--- config.mk ---
export PLATFORM = sky130hd
export DESIGN_NAME = space_packet_framer_crc16_unit
export DESIGN_NICKNAME = d
export VERILOG_FILES = /design/src/rtl/spf_pkg.sv /design/src/rtl/space_packet_framer_crc16_unit.sv /design/src/rtl/spf_front.sv /design/src/rtl/spf_cmd_fifo.sv /design/src/rtl/spf_back.sv
export SDC_FILE = /design/constraint.sdc
export NUM_CORES = 1
export LEC_CHECK = 0
export BUFFER_PORTS_ARGS = -buffer_cell sky130_fd_sc_hd__buf_4
export CORE_MARGIN = 2
export CORE_UTILIZATION = 31
export DETAILED_ROUTE_END_ITERATION = 10
export HOLD_SLACK_MARGIN = 0.1
export PLACE_DENSITY = 0.5
export SLEW_MARGIN = 5
export SYNTH_ARGS = -nofsm -noshare
export SYNTH_HDL_FRONTEND = slang
export SYNTH_SLANG_ARGS = --single-unit
--- constraint.sdc ---
create_clock -name i_clk -period 10.25 [get_ports i_clk]
set_clock_uncertainty 0.05 [all_clocks]
set_input_delay 0 -clock i_clk [delete_from_list [all_inputs] [get_ports i_clk]]
set_output_delay 0 -clock i_clk [all_outputs]
set_load 0.01 [all_outputs]
--- src/rtl/spf_pkg.sv ---
package spf_pkg;

    localparam int CFG_IDX_W = 3;
    localparam int CFG_DATA_W = 8;

    localparam logic [CFG_IDX_W-1:0] CFG_ENABLE         = 3'd0;
    localparam logic [CFG_IDX_W-1:0] CFG_VERSION_NUMBER = 3'd1;
    localparam logic [CFG_IDX_W-1:0] CFG_PACKET_TYPE    = 3'd2;
    localparam logic [CFG_IDX_W-1:0] CFG_SEC_HDR_FLAG   = 3'd3;
    localparam logic [CFG_IDX_W-1:0] CFG_SEQUENCE_FLAGS = 3'd4;

    localparam logic OP_START = 1'b0;
    localparam logic OP_DATA  = 1'b1;

    localparam logic [15:0] CRC_INIT = 16'hFFFF;
    localparam logic [15:0] CRC_POLY = 16'h1021;

    typedef struct packed {
        logic       enable;
        logic [2:0] version_number;
        logic       packet_type;
        logic       secondary_header_flag;
        logic [1:0] sequence_flags;
    } t_cfg;

    // one classified item waiting for the back end
    typedef struct packed {
        logic        is_data;
        logic        close;
        logic [10:0] apid;
        logic [7:0]  payload_length;
        logic [31:0] pkt_time;
        logic [7:0]  data_byte;
    } t_cmd;

    function automatic logic [15:0] crc_byte(input logic [15:0] crc, input logic [7:0] b);
        logic [15:0] c;
        c = crc ^ {b, 8'h00};
        for (int i = 0; i < 8; i++) begin
            if (c[15]) begin
                c = {c[14:0], 1'b0} ^ CRC_POLY;
            end else begin
                c = {c[14:0], 1'b0};
            end
        end
        return c;
    endfunction

endpackage

--- src/rtl/space_packet_framer_crc16_unit.sv ---
// Space packet framer with CRC-16/CCITT. A start item emits the 6-byte primary
// header and the 4-byte timestamp secondary header (plus the two CRC bytes at once
// when its payload length is zero); each payload item emits its byte, and the
// last one of a packet also emits the CRC high and low bytes. Input is taken one
// item per clock, while not stalled, into a command queue of 2**QUEUE_DEPTH_LOG2
// entries; the back end drains it at one output byte per clock while the output
// is not stalled. A start yields 10 or 12 output bytes, a payload item 1 or 3,
// and o_stall rises only while the queue is full. Counters on each result
// already include the packet closed by it. Configuration writes are accepted
// in any cycle but must only be made while the block is idle.
module space_packet_framer_crc16_unit
    import spf_pkg::*;
#(
    parameter int QUEUE_DEPTH_LOG2 = 2
) (
    input  logic                  i_clk,
    input  logic                  i_rst_n,
    input  logic                  i_valid,
    output logic                  o_stall,
    input  logic                  i_opcode,
    input  logic [10:0]           i_apid,
    input  logic [7:0]            i_payload_length,
    input  logic [31:0]           i_pkt_time,
    input  logic [7:0]            i_data_byte,
    output logic                  o_valid,
    input  logic                  i_stall,
    output logic [7:0]            o_out_byte,
    output logic                  o_last_of_run,
    output logic                  o_end_of_packet,
    output logic [13:0]           o_sequence_count,
    output logic [31:0]           o_packets_sent_total,
    output logic [31:0]           o_bytes_sent_total,
    input  logic                  i_cfg_valid,
    output logic                  o_cfg_ready,
    input  logic [CFG_IDX_W-1:0]  i_cfg_index,
    input  logic [CFG_DATA_W-1:0] i_cfg_data
);

    t_cfg r_cfg;
    logic fifo_full;
    logic push;
    t_cmd push_cmd;
    logic pop;
    logic head_valid;
    t_cmd head;
    logic accept;

    assign o_cfg_ready = 1'b1;
    assign o_stall     = fifo_full;
    assign accept      = i_valid && !fifo_full;

    always_ff @(posedge i_clk) begin
        if (!i_rst_n) begin
            r_cfg.enable                <= 1'b1;
            r_cfg.version_number        <= 3'd0;
            r_cfg.packet_type           <= 1'b0;
            r_cfg.secondary_header_flag <= 1'b1;
            r_cfg.sequence_flags        <= 2'd3;
        end else if (i_cfg_valid && o_cfg_ready) begin
            case (i_cfg_index)
                CFG_ENABLE:         r_cfg.enable                <= i_cfg_data[0];
                CFG_VERSION_NUMBER: r_cfg.version_number        <= i_cfg_data[2:0];
                CFG_PACKET_TYPE:    r_cfg.packet_type           <= i_cfg_data[0];
                CFG_SEC_HDR_FLAG:   r_cfg.secondary_header_flag <= i_cfg_data[0];
                CFG_SEQUENCE_FLAGS: r_cfg.sequence_flags        <= i_cfg_data[1:0];
                default: begin
                end
            endcase
        end
    end

    spf_front u_front (
        .i_clk            (i_clk),
        .i_rst_n          (i_rst_n),
        .i_enable         (r_cfg.enable),
        .i_accept         (accept),
        .i_opcode         (i_opcode),
        .i_apid           (i_apid),
        .i_payload_length (i_payload_length),
        .i_pkt_time       (i_pkt_time),
        .i_data_byte      (i_data_byte),
        .o_push           (push),
        .o_cmd            (push_cmd)
    );

    spf_cmd_fifo #(
        .DEPTH_LOG2 (QUEUE_DEPTH_LOG2)
    ) u_fifo (
        .i_clk        (i_clk),
        .i_rst_n      (i_rst_n),
        .i_push       (push),
        .i_cmd        (push_cmd),
        .i_pop        (pop),
        .o_full       (fifo_full),
        .o_head_valid (head_valid),
        .o_head       (head)
    );

    spf_back u_back (
        .i_clk                (i_clk),
        .i_rst_n              (i_rst_n),
        .i_cfg                (r_cfg),
        .i_head_valid         (head_valid),
        .i_head               (head),
        .o_pop                (pop),
        .o_valid              (o_valid),
        .i_stall              (i_stall),
        .o_out_byte           (o_out_byte),
        .o_last_of_run        (o_last_of_run),
        .o_end_of_packet      (o_end_of_packet),
        .o_sequence_count     (o_sequence_count),
        .o_packets_sent_total (o_packets_sent_total),
        .o_bytes_sent_total   (o_bytes_sent_total)
    );

    a_no_push_when_full: assert property (@(posedge i_clk) disable iff (!i_rst_n)
        push |-> !fifo_full)
        else $error("command pushed into a full queue");

    a_no_pop_when_empty: assert property (@(posedge i_clk) disable iff (!i_rst_n)
        pop |-> head_valid)
        else $error("command popped from an empty queue");

    a_eop_ends_run: assert property (@(posedge i_clk) disable iff (!i_rst_n)
        (o_valid && o_end_of_packet) |-> o_last_of_run)
        else $error("packet end not marked as last of run");

    a_eop_counts_packet: assert property (@(posedge i_clk) disable iff (!i_rst_n)
        (o_valid && !i_stall && o_end_of_packet) |=>
            (!o_valid || o_packets_sent_total == $past(o_packets_sent_total)
             || o_packets_sent_total == $past(o_packets_sent_total) + 32'd1))
        else $error("packet total moved by more than one packet");

endmodule

--- src/rtl/spf_front.sv ---
module spf_front
    import spf_pkg::*;
(
    input  logic        i_clk,
    input  logic        i_rst_n,
    input  logic        i_enable,
    input  logic        i_accept,
    input  logic        i_opcode,
    input  logic [10:0] i_apid,
    input  logic [7:0]  i_payload_length,
    input  logic [31:0] i_pkt_time,
    input  logic [7:0]  i_data_byte,
    output logic        o_push,
    output t_cmd        o_cmd
);

    logic       r_open;
    logic       n_open;
    logic [7:0] r_remain;
    logic [7:0] n_remain;
    logic [7:0] remain_dec;

    assign remain_dec = r_remain - 8'd1;

    always_comb begin
        n_open   = r_open;
        n_remain = r_remain;
        o_push   = 1'b0;
        o_cmd.is_data        = i_opcode;
        o_cmd.close          = 1'b0;
        o_cmd.apid           = i_apid;
        o_cmd.payload_length = i_payload_length;
        o_cmd.pkt_time       = i_pkt_time;
        o_cmd.data_byte      = i_data_byte;
        if (i_accept && i_enable) begin
            if (i_opcode == OP_START) begin
                // a start abandons whatever was open
                o_push      = 1'b1;
                o_cmd.close = (i_payload_length == 8'd0);
                n_open      = (i_payload_length != 8'd0);
                n_remain    = i_payload_length;
            end else if (r_open) begin
                o_push      = 1'b1;
                o_cmd.close = (remain_dec == 8'd0);
                n_remain    = remain_dec;
                n_open      = (remain_dec != 8'd0);
            end
            // stray payload bytes fall through with no push
        end
    end

    always_ff @(posedge i_clk) begin
        if (!i_rst_n) begin
            r_open   <= 1'b0;
            r_remain <= 8'd0;
        end else begin
            r_open   <= n_open;
            r_remain <= n_remain;
        end
    end

endmodule

--- src/rtl/spf_cmd_fifo.sv ---
module spf_cmd_fifo
    import spf_pkg::*;
#(
    parameter int DEPTH_LOG2 = 2
) (
    input  logic i_clk,
    input  logic i_rst_n,
    input  logic i_push,
    input  t_cmd i_cmd,
    input  logic i_pop,
    output logic o_full,
    output logic o_head_valid,
    output t_cmd o_head
);

    localparam int DEPTH = 1 << DEPTH_LOG2;

    t_cmd                r_mem [DEPTH];
    logic [DEPTH_LOG2:0] r_wr;
    logic [DEPTH_LOG2:0] r_rd;
    logic [DEPTH_LOG2:0] level;

    assign level        = r_wr - r_rd;
    assign o_full       = (level == (DEPTH_LOG2+1)'(DEPTH));
    assign o_head_valid = (level != '0);
    assign o_head       = r_mem[r_rd[DEPTH_LOG2-1:0]];

    always_ff @(posedge i_clk) begin
        if (i_push) begin
            r_mem[r_wr[DEPTH_LOG2-1:0]] <= i_cmd;
        end
    end

    always_ff @(posedge i_clk) begin
        if (!i_rst_n) begin
            r_wr <= '0;
            r_rd <= '0;
        end else begin
            if (i_push) begin
                r_wr <= r_wr + 1'b1;
            end
            if (i_pop) begin
                r_rd <= r_rd + 1'b1;
            end
        end
    end

endmodule

--- src/rtl/spf_back.sv ---
module spf_back
    import spf_pkg::*;
(
    input  logic        i_clk,
    input  logic        i_rst_n,
    input  t_cfg        i_cfg,
    input  logic        i_head_valid,
    input  t_cmd        i_head,
    output logic        o_pop,
    output logic        o_valid,
    input  logic        i_stall,
    output logic [7:0]  o_out_byte,
    output logic        o_last_of_run,
    output logic        o_end_of_packet,
    output logic [13:0] o_sequence_count,
    output logic [31:0] o_packets_sent_total,
    output logic [31:0] o_bytes_sent_total
);

    // byte positions within one command
    localparam logic [3:0] STEP_PID_HI  = 4'd0;
    localparam logic [3:0] STEP_PID_LO  = 4'd1;
    localparam logic [3:0] STEP_SEQ_HI  = 4'd2;
    localparam logic [3:0] STEP_SEQ_LO  = 4'd3;
    localparam logic [3:0] STEP_LEN_HI  = 4'd4;
    localparam logic [3:0] STEP_LEN_LO  = 4'd5;
    localparam logic [3:0] STEP_TS_3    = 4'd6;
    localparam logic [3:0] STEP_TS_2    = 4'd7;
    localparam logic [3:0] STEP_TS_1    = 4'd8;
    localparam logic [3:0] STEP_TS_0    = 4'd9;
    localparam logic [3:0] STEP_HCRC_HI = 4'd10;
    localparam logic [3:0] STEP_HCRC_LO = 4'd11;
    localparam logic [3:0] STEP_DATA    = 4'd0;
    localparam logic [3:0] STEP_DCRC_HI = 4'd1;
    localparam logic [3:0] STEP_DCRC_LO = 4'd2;

    logic [3:0]  r_step;
    logic [3:0]  n_step;
    logic [15:0] r_crc;
    logic [15:0] n_crc;
    logic [13:0] r_seq;
    logic [13:0] n_seq;
    logic [31:0] r_pkts;
    logic [31:0] n_pkts;
    logic [31:0] r_bytes;
    logic [31:0] n_bytes;
    logic [7:0]  r_open_len;
    logic [7:0]  n_open_len;

    logic        r_out_valid;
    logic [7:0]  r_out_byte;
    logic        r_out_last;
    logic        r_out_eop;
    logic [13:0] r_out_seq;
    logic [31:0] r_out_pkts;
    logic [31:0] r_out_bytes;

    logic        emit;
    logic        crc_hi;
    logic        crc_lo;
    logic        last;
    logic [7:0]  hdr_byte;
    logic [7:0]  sel_byte;
    logic [15:0] crc_base;
    logic [15:0] pid;
    logic [15:0] seq_word;
    logic [15:0] data_len;

    assign emit = i_head_valid && (!r_out_valid || !i_stall);

    assign pid      = {i_cfg.version_number, i_cfg.packet_type,
                       i_cfg.secondary_header_flag, i_head.apid};
    assign seq_word = {i_cfg.sequence_flags, r_seq};
    assign data_len = 16'(i_head.payload_length) + 16'd5;

    always_comb begin
        case (r_step)
            STEP_PID_HI: hdr_byte = pid[15:8];
            STEP_PID_LO: hdr_byte = pid[7:0];
            STEP_SEQ_HI: hdr_byte = seq_word[15:8];
            STEP_SEQ_LO: hdr_byte = seq_word[7:0];
            STEP_LEN_HI: hdr_byte = data_len[15:8];
            STEP_LEN_LO: hdr_byte = data_len[7:0];
            STEP_TS_3:   hdr_byte = i_head.pkt_time[31:24];
            STEP_TS_2:   hdr_byte = i_head.pkt_time[23:16];
            STEP_TS_1:   hdr_byte = i_head.pkt_time[15:8];
            STEP_TS_0:   hdr_byte = i_head.pkt_time[7:0];
            default:     hdr_byte = 8'h00;
        endcase
    end

    always_comb begin
        crc_hi = i_head.is_data ? (r_step == STEP_DCRC_HI) : (r_step == STEP_HCRC_HI);
        crc_lo = i_head.is_data ? (r_step == STEP_DCRC_LO) : (r_step == STEP_HCRC_LO);
        if (crc_lo) begin
            last = 1'b1;
        end else if (i_head.is_data) begin
            last = (r_step == STEP_DATA) && !i_head.close;
        end else begin
            last = (r_step == STEP_TS_0) && !i_head.close;
        end

        if (crc_hi) begin
            sel_byte = r_crc[15:8];
        end else if (crc_lo) begin
            sel_byte = r_crc[7:0];
        end else if (i_head.is_data) begin
            sel_byte = i_head.data_byte;
        end else begin
            sel_byte = hdr_byte;
        end

        // a start restarts the checksum with its first header byte
        crc_base = (!i_head.is_data && r_step == STEP_PID_HI) ? CRC_INIT : r_crc;

        n_step     = r_step;
        n_crc      = r_crc;
        n_seq      = r_seq;
        n_pkts     = r_pkts;
        n_bytes    = r_bytes;
        n_open_len = r_open_len;
        if (emit) begin
            n_step = last ? 4'd0 : r_step + 4'd1;
            if (!i_head.is_data && r_step == STEP_PID_HI) begin
                n_open_len = i_head.payload_length;
            end
            if (crc_lo) begin
                n_crc   = CRC_INIT;
                n_seq   = r_seq + 14'd1;
                n_pkts  = r_pkts + 32'd1;
                n_bytes = r_bytes + 32'd12 + 32'(r_open_len);
            end else if (!crc_hi) begin
                n_crc = crc_byte(crc_base, sel_byte);
            end
        end
    end

    assign o_pop = emit && last;

    always_ff @(posedge i_clk) begin
        if (!i_rst_n) begin
            r_step      <= 4'd0;
            r_crc       <= CRC_INIT;
            r_seq       <= 14'd0;
            r_pkts      <= 32'd0;
            r_bytes     <= 32'd0;
            r_open_len  <= 8'd0;
            r_out_valid <= 1'b0;
        end else begin
            r_step     <= n_step;
            r_crc      <= n_crc;
            r_seq      <= n_seq;
            r_pkts     <= n_pkts;
            r_bytes    <= n_bytes;
            r_open_len <= n_open_len;
            if (emit) begin
                r_out_valid <= 1'b1;
            end else if (!i_stall) begin
                r_out_valid <= 1'b0;
            end
        end
    end

    always_ff @(posedge i_clk) begin
        if (emit) begin
            r_out_byte  <= sel_byte;
            r_out_last  <= last;
            r_out_eop   <= crc_lo;
            r_out_seq   <= n_seq;
            r_out_pkts  <= n_pkts;
            r_out_bytes <= n_bytes;
        end
    end

    assign o_valid              = r_out_valid;
    assign o_out_byte           = r_out_byte;
    assign o_last_of_run        = r_out_last;
    assign o_end_of_packet      = r_out_eop;
    assign o_sequence_count     = r_out_seq;
    assign o_packets_sent_total = r_out_pkts;
    assign o_bytes_sent_total   = r_out_bytes;

endmodule
==> results.yml, run 1 <==
clock_tree:
  cts_tree: "done"
  post_cts_buffers: 0
  worstSkewPairLatency_ps: 590
  cts_inserted_buffers: 51
  cts_sinks: 464
  htreeDepth: 2
  cts_buffer_depth: 3
  ctsResizeCount: 0
  root_buffer: "clkbuf_16"
  clk_pin_slew_ps: 60
setup_path:
  end_kind: "register"
  slowest_delay_ps: 900
  path_class: "reg2reg"
  crit_required_ps: 10670
  crit_arrival_ps: 5420
  path_max_fanout: 47
  start_kind: "register"
  slowest_stage: "dfxtp_4"
  crit_chain: "buf_4, mux4_2, mux2_4, clkinv_2, a21oi_1, nand2_1, o32ai_4, xor2_2, mux2i_1, nor3_1, o22a_1"
pwr:
  power_density_nw_per_um2: 228.9
  intPower_uw: 3926
  p_leak_uw: 0.008829
  pwr-share-seq_pct: 43.7
  vdd_drop_max_mv: 0.1189
  p_clk_share_pct: 31.6
  netSwitchingFraction_pct: 30.09
  p_switching_uw: 1690
  power_frac_comb_pct: 24.7
logic_synthesis:
  synthMuxAreaShare_pct: 7.739
  ys_top_cells_by_area: "edfxtp_1, dfxtp_1, mux4_2, mux2i_1, xnor2_1"
  yosysWarnings: 0
  synthesis.area_um2: 19690
  async_flop_share_pct: 0
  ys_types: 83
  synth_seq_cells: 464
  synth_top_area_share_pct: 50.63
  synth_top_family_by_area: "simple AND/OR/NAND/NOR gates"
  yosysSeqAreaShare_pct: 64.05
  synth_compound_area_share_pct: 6.964
  synth_xor_area_share_pct: 4.219
  synthSimpleGateAreaFrac_pct: 12.40
  avgSynthCellArea_um2: 13.35
  synthesis.instances: 1475
  synth_nets: 1584
  synth-main-ff-cell: "edfxtp_1"
  synth_edf_count: 332
  yosysTopAreaCell: "edfxtp_1"
  synth_fa_ha_area_share_pct: 2.135
place:
  dpl.hpwl_um: 31810
  placedCellCount: 2429
  port_buffers: 160
  gp_congestion: 0.7977
routing:
  antenna_left: 0
  vias_per_cell: 4.783
  drc: 0
  dr.first_iter.drc_count: 872
  first_pass_iters: 5
  vias: 12620
  wl_per_cell_um: 18.41
  drt_wl_total_um: 48590
grt:
  grt_pass1_wl_um: 74960
  grt_remaining_overflow: 0
  grt_use_total_pct: 14.68
  grt_antenna_before_repair: 2
  grt_pass1_vias: 12540
  grt_start_max_net_pins: 65
final_layout:
  multiInputGateArea_um2: 6609
  fin_cells: 2639
  syn_to_final_growth_pct: 24.56
  seq_area_um2: 12620
  nets: 1859
  drive_gt1_share_pct: 17.69
  nFillCells: 5966
sta:
  worstMarginPinSlew_ps: 1026
  post-route-min-period_ps: 5005
  min_period_over_period_pct: 48.83
  setup_viol: 0
  fmax_mhz: 199.8
  rsz0062_at_grt: "false"
  finalHoldViolations: 0
  fin_setup_tns_ps: 0
  slew_headroom_pct: 31.61
  report.final.slew_viol_count: 0
floorplanning:
  dieArea_um2: 65550
  io_pins: 167
  initial_core_util_pct: 31.27
  die_w_um: 256.0
  core_region_area_um2: 62970
  std_cell_rows: 92
  die_h_um: 256.0
min_path:
  hp-class: "in2reg"
job:
  drv_cap: 0
run_status:
  status: "complete, no violations"
## layout by cell type (no fill, tap or decap), drive strengths merged, types with 37 or more instances in the layout
master | netlist | routed
edfxtp | 332 | 332
buf | 27 | 177
dfxtp | 132 | 132
nand2 | 126 | 126
dlygate4sd3 | 0 | 114
and2 | 79 | 79
nor2 | 74 | 74
clkbuf | 42 | 68
mux2i | 63 | 63
xnor2 | 58 | 58
a21oi | 58 | 58
o21ai | 44 | 44
nand3 | 40 | 40
mux4 | 37 | 37
## synth_stat cells (4+ instances only)
library cell	count
nand3b_1	9
o2111ai_1	4
nor3_1	21
buf_1	6
o22a_1	4
a31oi_1	4
a21o_1	6
nor2b_1	7
clkbuf_1	42
nor4_1	13
nand2_1	125
nor2_1	73
and2_1	78
buf_2	10
nand2b_1	10
a211oi_1	6
o21bai_1	5
or3_1	15
o221ai_1	4
o31ai_1	7
dfxtp_1	132
a222oi_1	4
mux2i_1	63
o21ai_0	43
and4_1	4
and3_1	26
xnor2_1	58
nand3_1	39
edfxtp_1	332
mux2_2	4
mux4_2	37
ha_1	32
a21oi_1	57
inv_1	35
o211ai_1	9
xor2_1	35
o22ai_1	22
buf_6	9
nand4_1	15
or4_1	7
a32oi_1	4
a22oi_1	6
## stage by stage
step	total power [µW]	hold slack (ps)	utilization (%)	cell area (µm²)	setup slack, ps
detailed placement	3868	152.6	34.55	21750	5160
finish	5615	126.0	38.96	24530	5245
CTS	5704	100.5	38.95	24530	5118
global placement	3843	148.1	34.55	21750	5196
floorplan	3322	48.87	-	19690	5631
global route	5906	123.3	38.96	24530	4827
## cell families (layout without fill, tap and decap cells)
group	count (synthesis)	in the layout
AOI/OAI and AO/OA	207	207
xor gates and xnor gates	94	94
adders and majority gates	33	33
buffers and inverters	106	423
DFF	464	464
muxes	105	105
other	1	2
and+or+nand+nor	465	465
## final cells by class
type                            instances  area share (%)
Timing Repair Buffer                  291           10.07
Tap cell                              846           4.315
Sequential cell                       464           51.44
Antenna cell                            1         0.01020
Inverter                               37          0.5713
Multi-Input combinational cell        905           26.94
Clock inverter                         27          0.9029
Clock buffer                           68           5.749
## registers in the layout, summed over array words and instances (netlist names), named ones only
signal                       flops
u_fifo.r_mem                   244
u_back.o_bytes_sent_total       32
u_back.o_packets_sent_total     32
u_back.r_bytes                  32
u_back.r_pkts                   32
u_back.r_crc                    16
u_back.o_sequence_count         14
u_back.r_seq                    14
r_cfg                            8
u_back.o_out_byte                8
u_back.r_open_len                8
u_front.r_remain                 8
u_back.r_step                    4
u_fifo.r_rd                      3
u_fifo.r_wr                      3
u_back.o_end_of_packet           1
u_back.o_last_of_run             1
u_back.o_valid                   1
u_front.r_open                   1
## routing by layer
layer / wire length (µm) / global-route usage (%) / vias up
met5: 16 / 0 / -
met4: 1143 / 4.532 / 2
met3: 2285 / 2.367 / 70
met2: 22540 / 23.57 / 290
met1: 22600 / 20.36 / 6205
li1: - / - / 6055
## worst paths after layout
path	startpoint	end	slack, ps	depth (start not counted)
max	register	u_back.r_crc[15]	5250	11
min	i_pkt_time[16]	u_fifo.r_mem[3][24]	130	2
max reg2reg	register	u_back.r_crc[15]	5250	11
min reg2reg	u_back.r_open_len[3]	u_back.r_open_len[3]	420	2
## power groups by stage
stage	Sequential, µW	Clock, µW	Combinational, µW
2_1_floorplan	2520	0	798
3_3_place_gp	2490	0	1350
3_5_place_dp	2500	0	1370
4_1_cts	2460	1840	1410
5_1_grt	2490	1900	1520
6_report	2450	1770	1390
## worst max-delay path: cells and delay by family, from the launching register on
family,cells,cell delay (ps)
compound gates,3,840
buf+inv,2,1000
simple gates,2,180
xor+xnor,1,350
flops,1,900
mux,3,1490
## what timing repair did
action | CTS | global route
hold buffers | 114 | 0
hold endpoints to repair | 311 | 0
endpoints found under the setup margin | 0 | 0
No activity file was read; power rests on OpenSTA's default activity.
==> run 2, diff against run 1 <==
clock period = 4.7 ns   (was 10.25 ns; I/O delays follow)
==> run 2 against run 1 <==
- cell count grew 0.68%
- critical path depth rose by 1
- first-iteration DRC count shrank 2.6%
- register-to-register slack worse by 4400 ps
- flip-flop and latch count did not move
==> results.yml, run 2 (synthesized netlist as in run 1, its figures left out) <==
run_status:
  status: "complete, no violations"
setup_path:
  crit_chain: "inv_1, ha_1, buf_4, nand4b_1, o22ai_1, nor4_1, o2111ai_1, o211ai_1, xor2_2, mux2i_1, nor3_1, o22a_1"
  start_kind: "register"
  end_kind: "register"
  crit_required_ps: 5120
  slowest_stage: "nor4_1"
  slowest_delay_ps: 670
  timing.critical_path.buf_inv: 2
  path_max_fanout: 8
  crit_arrival_ps: 4280
  cp_top_family: "simple AND/OR/NAND/NOR gates"
  path_class: "reg2reg"
min_path:
  hp-class: "in2reg"
floorplanning:
  core_region_area_um2: 62970
  dieArea_um2: 65550
  die_h_um: 256.0
  io_pins: 167
  die_w_um: 256.0
  initial_core_util_pct: 31.27
  std_cell_rows: 92
routing:
  wl_per_cell_um: 18.43
  vias: 12670
  drt_wl_total_um: 48960
  first_pass_iters: 5
  vias_per_cell: 4.769
  drc: 0
  dr.first_iter.drc_count: 849
  antenna_left: 0
clock_tree:
  cts_inserted_buffers: 52
  worstSkewPairLatency_ps: 590
  cts_buffer_depth: 3
  htreeDepth: 2
  post_cts_buffers: 0
  cts_sinks: 464
  ctsResizeCount: 0
  clk_pin_slew_ps: 70
  postCtsHoldBufs: 121
  cts_tree: "done"
  root_buffer: "clkbuf_16"
final_layout:
  layout_commonest_cell: "edfxtp_1"
  num_antenna_cells: 0
  syn_to_final_growth_pct: 25.97
  drive_gt1_share_pct: 18.22
  mostFrequentLayoutCells: "edfxtp_1, buf_4, dfxtp_1"
  largest_reg_flops: 244
  nets: 1880
  final_util_pct: 39.39
grt:
  grt_pass1_vias: 12630
  grt_pass1_wl_um: 75350
  grt_use_total_pct: 14.75
  grt_remaining_overflow: 0
  grt_antenna_before_repair: 1
  grt_start_max_net_pins: 83
sta:
  worstMarginPinSlew_ps: 858.1
  fin_ws_ps: 843.5
  hold_slack_ps: 123.2
  min_period_over_period_pct: 82.05
  fmax_mhz: 259.3
  report.final.slew_viol_count: 0
  finalHoldViolations: 0
  slew_headroom_pct: 42.27
  rsz0062_at_grt: "false"
  fin_setup_tns_ps: 0
  post-route-min-period_ps: 3856
  setup_viol: 0
pwr:
  vdd_drop_max_mv: 0.2764
  p_leak_uw: 0.008958
  power.total_uw: 12410
  power_density_nw_per_um2: 500.4
place:
  port_buffers: 160
  pre_cts_ws_ps: 911.8
  dpl.hpwl_um: 33360
  gp_congestion: 0.8213
job:
  drv_cap: 0
[run 2: per-layer routing]
metal | GRT usage [%] | up-vias | share of wire (%)
li1 | - | 6097 | -
met1 | 20.08 | 6213 | 45
met2 | 24.32 | 302 | 48
met3 | 2.723 | 56 | 5.4
met4 | 3.574 | 2 | 1.6
met5 | 0 | - | 0.014
[run 2: stage by stage]
| step | instance area, µm² | cells |
|---|---|---|
| after CTS | 24810 | 2657 |
| after detailed placement | 21930 | 2442 |
| after global placement | 21930 | 2442 |
| after global routing | 24810 | 2657 |
| after floorplan | 19690 | 1475 |
| final | 24810 | 2657 |
[run 2: final cells by class]
| cell class | count | area, µm² |
|---|---|---|
| multi-input cells | 905 | 6609 |
| repair buffers | 311 | 2713 |
| clock inverters | 26 | 275.3 |
| well taps | 846 | 1059 |
| inverters | 37 | 140.1 |
| clock buffers | 68 | 1393 |
| fillers | 6017 | 38160 |
| flip-flops and latches | 464 | 12620 |
[run 2: final timing paths]
check        slack, ps                  from                    to  cells after the start
max                840      u_back.r_step[0]      u_back.r_crc[15]                     12
min                120             i_apid[8]   u_fifo.r_mem[3][56]                      2
max reg2reg        840      u_back.r_step[0]      u_back.r_crc[15]                     12
min reg2reg        410  u_back.r_open_len[3]  u_back.r_open_len[3]                      2
[run 2: where the power goes]
| part | internal, µW | total [µW] | switching, µW |
|---|---|---|---|
| logic | 1290 | 3090 | 1800 |
| clock network | 2360 | 3990 | 1630 |
| registers | 5040 | 5330 | 286 |
